`src/hdl/assert_macros.svh`:
```
// assertion macros used by the rtl file of the gather hash core
// no dependencies; each macro expands to one named concurrent assertion
`ifndef ASSERT_MACROS_SVH
`define ASSERT_MACROS_SVH

// checked on every rising edge of clock, switched off while reset is high
`define ASSERT_CLK(label, prop, msg) \
   label: assert property (@(posedge clock) disable iff (reset) (prop)) else $error(msg);

// checked on every rising edge of clock, reset included
`define ASSERT_ALWAYS(label, prop, msg) \
   label: assert property (@(posedge clock) (prop)) else $error(msg);

`endif

```
`src/hdl/sfgh_pkg.sv`:
```
// shared types, constants and the fnv multiply for the strided gather hash core
// no dependencies
package sfgh_pkg;

   localparam int unsigned HASH_W    = 64;
   localparam int unsigned COUNT_W   = 16;
   localparam int unsigned STRIDE_W  = 12;
   localparam int unsigned VIDX_W    = 17;
   localparam int unsigned BYTES_W   = 32;
   localparam int unsigned CSR_ADDR_W = 6;

   localparam logic [HASH_W-1:0]   FNV_BASIS = 64'hcbf2_9ce4_8422_2325;
   localparam logic [STRIDE_W:0]   POS_BYTES = 13'd12;
   localparam logic [STRIDE_W-1:0] STRIDE_RESET = 12'd12;
   localparam logic [VIDX_W-1:0]   VIDX_MAX = 17'h1_ffff;
   localparam logic [BYTES_W-1:0]  BYTES_MAX = 32'hffff_ffff;

   typedef enum logic [2:0] {
      REG_HASH_SEED       = 3'd0,
      REG_GATHER_MODE     = 3'd1,
      REG_VERTEX_COUNT    = 3'd2,
      REG_VERTEX_STRIDE   = 3'd3,
      REG_POSITION_OFFSET = 3'd4
   } csr_index_type;

   // x * 0x100000001b3 mod 2^64: the prime has bits 40, 8, 7, 5, 4, 1 and 0 set
   function automatic logic [HASH_W-1:0] fnv_mul(input logic [HASH_W-1:0] x);
      fnv_mul = x + (x << 40) + (x << 8) + (x << 7) + (x << 5) + (x << 4) + (x << 1);
   endfunction

endpackage

```
`src/hdl/strided_fnv1a_gather_hash_core.sv`:
```
// strided fnv-1a 64 gather hash core: csr block, stream state and result registers
// depends on sfgh_pkg and assert_macros.svh
//
// throughput: one byte per cycle; req_tready drops only while two results wait unread
// a result is on rsp in the cycle after the transfer of its last byte when the
// result register is free, else it waits in the second result register behind it
// the hash update is a single shift-add of seven terms between state registers
// reset (synchronous, active high) loads the register reset values and empties rsp
`include "assert_macros.svh"

module strided_fnv1a_gather_hash_core (
   input  logic        clock,
   input  logic        reset,
   // input stream
   input  logic        req_tvalid,
   output logic        req_tready,
   input  logic [7:0]  req_tdata,   // [7:0] data_byte
   input  logic        req_tlast,   // last_byte
   // result stream
   output logic        rsp_tvalid,
   input  logic        rsp_tready,
   output logic [63:0] rsp_tdata,   // [63:0] hash_value
   output logic        rsp_tuser,   // layout_error
   // configuration
   input  logic        csr_psel,
   input  logic        csr_penable,
   input  logic        csr_pwrite,
   input  logic [sfgh_pkg::CSR_ADDR_W-1:0] csr_paddr,
   input  logic [63:0] csr_pwdata,
   output logic [63:0] csr_prdata,
   output logic        csr_pready
);

   // configuration registers
   logic [sfgh_pkg::HASH_W-1:0]   hash_seed_ff;
   logic                          gather_mode_ff;
   logic [sfgh_pkg::COUNT_W-1:0]  vertex_count_ff;
   logic [sfgh_pkg::STRIDE_W-1:0] vertex_stride_ff;
   logic [sfgh_pkg::STRIDE_W-1:0] position_offset_ff;

   // stream state
   logic [sfgh_pkg::HASH_W-1:0]   running_hash_ff, running_hash_in;
   logic [sfgh_pkg::BYTES_W-1:0]  bytes_seen_ff, bytes_seen_in;
   logic [sfgh_pkg::STRIDE_W-1:0] offset_ff, offset_in;
   logic [sfgh_pkg::VIDX_W-1:0]   vidx_ff, vidx_in;

   // result register
   logic                          rsp_valid_ff, rsp_valid_in;
   logic [sfgh_pkg::HASH_W-1:0]   rsp_hash_ff, rsp_hash_in;
   logic                          rsp_error_ff, rsp_error_in;

   // second result register, fills only while the first one waits
   logic                          skid_valid_ff, skid_valid_in;
   logic [sfgh_pkg::HASH_W-1:0]   skid_hash_ff, skid_hash_in;
   logic                          skid_error_ff, skid_error_in;

   logic                          req_fire;
   logic                          csr_write;
   sfgh_pkg::csr_index_type       csr_index;
   logic                          take;
   logic [sfgh_pkg::HASH_W-1:0]   hash_base;
   logic [sfgh_pkg::HASH_W-1:0]   hash_next;
   logic                          stride_wrap;
   logic [sfgh_pkg::COUNT_W-1:0]  count_minus_one;
   logic [27:0]                   span_product;
   logic [28:0]                   last_end;
   logic                          layout_ok;
   logic                          result_fire;
   logic                          result_error;
   logic [sfgh_pkg::HASH_W-1:0]   result_hash;

   // ---------------------------------------------------------------- csr port
   assign csr_pready = 1'b1;
   assign csr_write  = csr_psel & csr_penable & csr_pwrite & csr_pready;
   assign csr_index  = sfgh_pkg::csr_index_type'(csr_paddr[5:3]);

   always_ff @(posedge clock) begin
      if (reset) begin
         hash_seed_ff       <= sfgh_pkg::FNV_BASIS;
         gather_mode_ff     <= 1'b0;
         vertex_count_ff    <= '0;
         vertex_stride_ff   <= sfgh_pkg::STRIDE_RESET;
         position_offset_ff <= '0;
      end else if (csr_write) begin
         unique case (csr_index)
            sfgh_pkg::REG_HASH_SEED:       hash_seed_ff       <= csr_pwdata;
            sfgh_pkg::REG_GATHER_MODE:     gather_mode_ff     <= csr_pwdata[0];
            sfgh_pkg::REG_VERTEX_COUNT:    vertex_count_ff    <= csr_pwdata[15:0];
            sfgh_pkg::REG_VERTEX_STRIDE:   vertex_stride_ff   <= csr_pwdata[11:0];
            sfgh_pkg::REG_POSITION_OFFSET: position_offset_ff <= csr_pwdata[11:0];
            default: ;
         endcase
      end
   end

   always_comb begin
      unique case (csr_index)
         sfgh_pkg::REG_HASH_SEED:       csr_prdata = hash_seed_ff;
         sfgh_pkg::REG_GATHER_MODE:     csr_prdata = {63'd0, gather_mode_ff};
         sfgh_pkg::REG_VERTEX_COUNT:    csr_prdata = {48'd0, vertex_count_ff};
         sfgh_pkg::REG_VERTEX_STRIDE:   csr_prdata = {52'd0, vertex_stride_ff};
         sfgh_pkg::REG_POSITION_OFFSET: csr_prdata = {52'd0, position_offset_ff};
         default:                       csr_prdata = '0;
      endcase
   end

   // ---------------------------------------------------------------- hash path
   assign req_tready = ~skid_valid_ff;
   assign req_fire   = req_tvalid & req_tready;

   // first byte of a buffer starts from the seed as it stands now
   assign hash_base = (bytes_seen_ff == '0) ? hash_seed_ff : running_hash_ff;

   assign take = ~gather_mode_ff
               | ((vidx_ff < {1'b0, vertex_count_ff})
                  & (offset_ff >= position_offset_ff)
                  & ({1'b0, offset_ff} < ({1'b0, position_offset_ff} + sfgh_pkg::POS_BYTES)));

   assign hash_next = take ? sfgh_pkg::fnv_mul(hash_base ^ {56'd0, req_tdata}) : hash_base;

   // a stride of zero or one wraps on every byte
   assign stride_wrap = ({1'b0, offset_ff} + 13'd1) >= {1'b0, vertex_stride_ff};

   // layout check, against the length including this byte
   assign count_minus_one = vertex_count_ff - 16'd1;
   assign span_product    = count_minus_one * vertex_stride_ff;
   assign last_end        = {1'b0, span_product} + {17'd0, position_offset_ff}
                          + {16'd0, sfgh_pkg::POS_BYTES};
   assign layout_ok = (vertex_count_ff != '0)
                    & ({1'b0, vertex_stride_ff} >= sfgh_pkg::POS_BYTES)
                    & (({1'b0, position_offset_ff} + sfgh_pkg::POS_BYTES)
                       <= {1'b0, vertex_stride_ff})
                    & ({3'd0, last_end} <= bytes_seen_in);

   always_comb begin
      running_hash_in = running_hash_ff;
      bytes_seen_in   = bytes_seen_ff;
      offset_in       = offset_ff;
      vidx_in         = vidx_ff;
      if (req_fire) begin
         running_hash_in = hash_next;
         if (bytes_seen_ff != sfgh_pkg::BYTES_MAX) begin
            bytes_seen_in = bytes_seen_ff + 32'd1;
         end
         if (gather_mode_ff) begin
            if (stride_wrap) begin
               offset_in = '0;
               if (vidx_ff != sfgh_pkg::VIDX_MAX) begin
                  vidx_in = vidx_ff + 17'd1;
               end
            end else begin
               offset_in = offset_ff + 12'd1;
            end
         end
      end
   end

   assign result_fire  = req_fire & req_tlast;
   assign result_error = gather_mode_ff & ~layout_ok;
   assign result_hash  = result_error ? '0 : hash_next;

   // the second register only ever holds a result while the first one is full
   always_comb begin
      rsp_valid_in  = rsp_valid_ff & ~rsp_tready;
      rsp_hash_in   = rsp_hash_ff;
      rsp_error_in  = rsp_error_ff;
      skid_valid_in = skid_valid_ff;
      skid_hash_in  = skid_hash_ff;
      skid_error_in = skid_error_ff;
      if (skid_valid_ff) begin
         if (rsp_tready) begin
            rsp_valid_in  = 1'b1;
            rsp_hash_in   = skid_hash_ff;
            rsp_error_in  = skid_error_ff;
            skid_valid_in = 1'b0;
         end
      end else if (result_fire) begin
         if (~rsp_valid_ff | rsp_tready) begin
            rsp_valid_in = 1'b1;
            rsp_hash_in  = result_hash;
            rsp_error_in = result_error;
         end else begin
            skid_valid_in = 1'b1;
            skid_hash_in  = result_hash;
            skid_error_in = result_error;
         end
      end
   end

   always_ff @(posedge clock) begin
      if (reset) begin
         bytes_seen_ff <= '0;
         offset_ff     <= '0;
         vidx_ff       <= '0;
         rsp_valid_ff  <= 1'b0;
         skid_valid_ff <= 1'b0;
      end else begin
         rsp_valid_ff  <= rsp_valid_in;
         skid_valid_ff <= skid_valid_in;
         if (req_fire & req_tlast) begin
            bytes_seen_ff <= '0;
            offset_ff     <= '0;
            vidx_ff       <= '0;
         end else begin
            bytes_seen_ff <= bytes_seen_in;
            offset_ff     <= offset_in;
            vidx_ff       <= vidx_in;
         end
      end
   end

   always_ff @(posedge clock) begin
      running_hash_ff <= running_hash_in;
      rsp_hash_ff     <= rsp_hash_in;
      rsp_error_ff    <= rsp_error_in;
      skid_hash_ff    <= skid_hash_in;
      skid_error_ff   <= skid_error_in;
   end

   assign rsp_tvalid = rsp_valid_ff;
   assign rsp_tdata  = rsp_hash_ff;
   assign rsp_tuser  = rsp_error_ff;

   // ---------------------------------------------------------------- checks
   `ASSERT_CLK(a_rsp_from_last, $rose(rsp_valid_ff) |-> $past(req_fire & req_tlast), "result without a last byte transfer")
   `ASSERT_CLK(a_error_zero_hash, (rsp_valid_ff & rsp_error_ff) |-> (rsp_hash_ff == '0), "layout error with a non-zero hash")
   `ASSERT_CLK(a_restart_after_last, (req_fire & req_tlast) |=> ((bytes_seen_ff == '0) & (vidx_ff == '0) & (offset_ff == '0)), "stream state not restarted after last byte")
   `ASSERT_CLK(a_vidx_step, (vidx_ff != $past(vidx_ff)) |-> ((vidx_ff == '0) || (vidx_ff == $past(vidx_ff) + 17'd1)), "vertex index jumped")
   `ASSERT_CLK(a_skid_behind_rsp, skid_valid_ff |-> rsp_valid_ff, "second result ahead of the first")

endmodule

```
`config.mk`:
```
export PLATFORM = sky130hd
export DESIGN_NAME = strided_fnv1a_gather_hash_core
export DESIGN_NICKNAME = d
export VERILOG_FILES = /design/src/hdl/sfgh_pkg.sv /design/src/hdl/strided_fnv1a_gather_hash_core.sv
export VERILOG_INCLUDE_DIRS = /design/src /design/src/hdl
export SDC_FILE = /design/constraint.sdc
export NUM_CORES = 2
export LEC_CHECK = 0
export ABC_CLOCK_PERIOD_IN_PS = 14500
export BUFFER_PORTS_ARGS = -buffer_cell sky130_fd_sc_hd__clkbuf_2
export CAP_MARGIN = 15
export CORE_MARGIN = 1
export CORE_UTILIZATION = 61
export DETAILED_ROUTE_END_ITERATION = 8
export PLACE_DENSITY = 0.76
export SYNTH_ARGS = -nofsm -noshare
export SYNTH_HDL_FRONTEND = slang
export SYNTH_SLANG_ARGS = --single-unit
export TNS_END_PERCENT = 5
```
`constraint.sdc`:
```
create_clock -name clock -period 14.5 [get_ports clock]
set_input_delay 1.45 -clock clock [delete_from_list [all_inputs] [get_ports clock]]
set_output_delay 1.45 -clock clock [all_outputs]
set_load 0.01 [all_outputs]
```
==> run_results.csv <==
group,metric,value,unit
run_status,status,"finished, final reports clean",
setup_path,worstSetupStartpoint,"vertex_count_ff[0]",
sta,fin_crit,11.19,ns
clock_network,cts_buffer_depth,3,
drt,wl_per_cell,21.6,µm
sta,slew_viol_final,0,
placement,dp_hpwl,77.8,mm
global_routing,grt_use_total,0.346,
cells_and_area,multi_input_area,23700,µm²
floorplan,die_h,242,µm
clock_network,tritoncts,"built",
global_routing,grt_max_degree,67,
logic_synthesis,ys.flop_type,"edfxtp_1",
logic_synthesis,synth_nets,4477,
clock_network,root_buffer,"clkbuf_16",
drt,ant_nets,0,
sta,fin_tns_setup,0,ns
sta,tightest_slew,1.20,ns
floorplan,rows,87,
placement,io_buffer_count,213,
cells_and_area,final_cell_mix,"nand2_1 (478), fa_1 (407), inv_1 (399), ha_1 (288), nor2_1 (284)",
run,maxCapViolations,0,
sta,fmax,89.4,MHz
drt,wl,99.8,mm
logic_synthesis,synth_edf_count,194,
logic_synthesis,synth.avg_cell_area,9.47,µm²
global_routing,antenna_found_initial,1,
setup_path,startpoint_type,"flop",
cells_and_area,n_fill_cell,4506,
setup_path,cp_slowest_cell,"xnor2_1",
logic_synthesis,yosysWarnings,0,
drt,viasPerCell,6.00,
floorplan,core,56500,µm²
logic_synthesis,synthCells,3696,
setup_path,critPathRequiredTime,14.84,ns
logic_synthesis,ys_seq_area_frac,0.263,
cells_and_area,final_common_cell,"nand2_1",
setup_path,timing.rr.end,"rsp_tdata[60]",
cells_and_area,final_nets,4612,
logic_synthesis,syn-cell-area,35000,µm²
sta,final-setup-viol-count,0,
cells_and_area,area_delta_synth_final,8.95,%
cells_and_area,final_layout_size_suffix_gt1_frac,0.0999,
logic_synthesis,ys_ff_latch,362,
min_path,hp-class,"reg -> reg",
min_path,min_to,"hash_seed_ff[24]",
clock_network,path_clk_slew,0.06,ns
min_path,hold-path-cell-count,2,
floorplan,initial_utilization,0.619,
setup_path,reg2regPathDepth,35,
clock_network,htreeDepth,2,
setup_path,crit_path_max_incr_delay,0.86,ns
cells_and_area,fin_area,38100,µm²
setup_path,worst-path-max-fanout,44,
cells_and_area,utilization,0.675,
placement,dpl_cell_area,36700,µm²
min_path,min_from,"hash_seed_ff[24]",
sta,max_slew_margin,0.193,
logic_synthesis,ys_types,75,
sta,final_hold_viol_count,0,
clock_network,cts_setup_buffers,0,
clock_network,clkLatencyLatePin,0.61,ns
floorplan,die_w,242,µm
setup_path,r2r-start,"vertex_count_ff[0]",
cells_and_area,register_area,9190,µm²
clock_network,clock_sinks,362,
floorplan,dieArea,58300,µm²
global_routing,grt-ovfl-total,0,
clock_network,cts_made_buffers,42,
setup_path,path_class,"reg -> reg",
cells_and_area,n_antenna_cell,0,
sta,clock_skew,0.0259,ns
placement,place_congestion,0.959,
drt,drc_errors,0,
setup_path,end_kind,"flop",
sta,rsz0062_at_grt,"false",
sta,timing.hold.ws,0.472,ns
clock_network,post_cts_resized,0,
global_routing,grt_pass1_vias,27900,
floorplan,ios,218,
sta,fin_crit_sh,0.771,
drt,routed-via-count,27700,
drt,firstDrtPassIters,6,
setup_path,r2r_slack,3.31,ns
setup_path,cp.arrival,11.52,ns
clock_network,ctsHoldBuffers,0,
global_routing,grt_pass1_wl,157,mm
logic_synthesis,synthArstFlopShare,0,
drt,first_iter_violations,2239,
==> how the worst max path moves through the flow <==
stage                                to  slack (ns)  depth (start not counted)
after floorplan               rsp_tuser        5.45                         36
after global placement    rsp_tdata[47]        3.50                         35
after detailed placement  rsp_tdata[29]        3.47                         35
after CTS                 rsp_tdata[29]        3.46                         35
after global routing      rsp_tdata[56]        2.70                         35
final                     rsp_tdata[60]        3.31                         35
==> worst max-delay path: cells and delay by family, from the launching register on <==
family,cells,cell delay [ns]
adders and majority gates,8,3.62
and+or+nand+nor,11,1.91
AOI/OAI and AO/OA,8,2.25
xor gates and xnor gates,1,0.86
buffers and inverters,7,1.42
DFF,1,0.77
==> synthesized netlist by cell type (37+ instances only) <==
cell type,instances,area [µm²]
nand2_1,479,1800
nand4_1,49,307
clkbuf_1,132,495
xor2_1,58,508
nor2_1,287,1080
o31ai_1,37,278
nor2b_1,38,238
ha_1,288,3600
mux2i_1,57,571
inv_1,399,1500
edfxtp_1,194,5830
o21ai_0,119,596
a21o_1,44,330
mux2_2,38,428
fa_1,407,8150
dfxtp_1,168,3360
nand3_1,79,395
xnor2_1,116,1020
a21oi_1,219,1100
and2_1,92,576
==> cells by family (layout without fill, tap and decap cells) <==
logic type               count (synthesis)  after routing  synth area share
AND/OR/NAND/NOR                       1206           1206             0.159
AO/OA/AOI/OAI                          605            605             0.109
adder cells (fa/ha/maj)                695            695             0.336
other                                    1              1          0.000107
flip-flops                             362            362             0.263
buffers and inverters                  558            727            0.0607
XOR/XNOR                               174            174            0.0436
multiplexers                            95             95            0.0285
==> layer usage <==
layer / share of wire / wire (µm) / track usage / up-vias
met5: 0.00020 / 20 / 0 / -
met4: 0.066 / 6560 / 0.209 / 2
met3: 0.068 / 6770 / 0.0533 / 261
met2: 0.48 / 47800 / 0.578 / 1059
met1: 0.39 / 38600 / 0.424 / 13700
li1: - / - / - / 12700
==> state kept, by name, indices dropped and copies added, names as in the netlist <==
name,flops
skid_valid_ff,1
offset_ff,12
rsp_tvalid,1
vertex_count_ff,16
rsp_tdata,64
rsp_tuser,1
skid_error_ff,1
gather_mode_ff,1
vertex_stride_ff,12
running_hash_ff,64
vidx_ff,17
skid_hash_ff,64
position_offset_ff,12
hash_seed_ff,64
bytes_seen_ff,32
==> layout make-up <==
type | instances | area share
timing repair buffer | 246 | 0.0345
multi-input combinational | 2776 | 0.623
inverter | 403 | 0.0397
tap | 756 | 0.0248
clock buffer | 51 | 0.0295
sequential | 362 | 0.241
clock inverter | 27 | 0.00781
==> metrics by stage <==
stage / std cells / worst slack, ns
2_1_floorplan: 3696 / 5.45
3_3_place_gp: 4543 / 3.50
3_5_place_dp: 4543 / 3.47
4_1_cts: 4621 / 3.46
5_1_grt: 4621 / 2.70
6_report: 4621 / 3.31
Power is not shown: default switching activity piles up to over one toggle a cycle in this logic, so the estimate is an artifact.
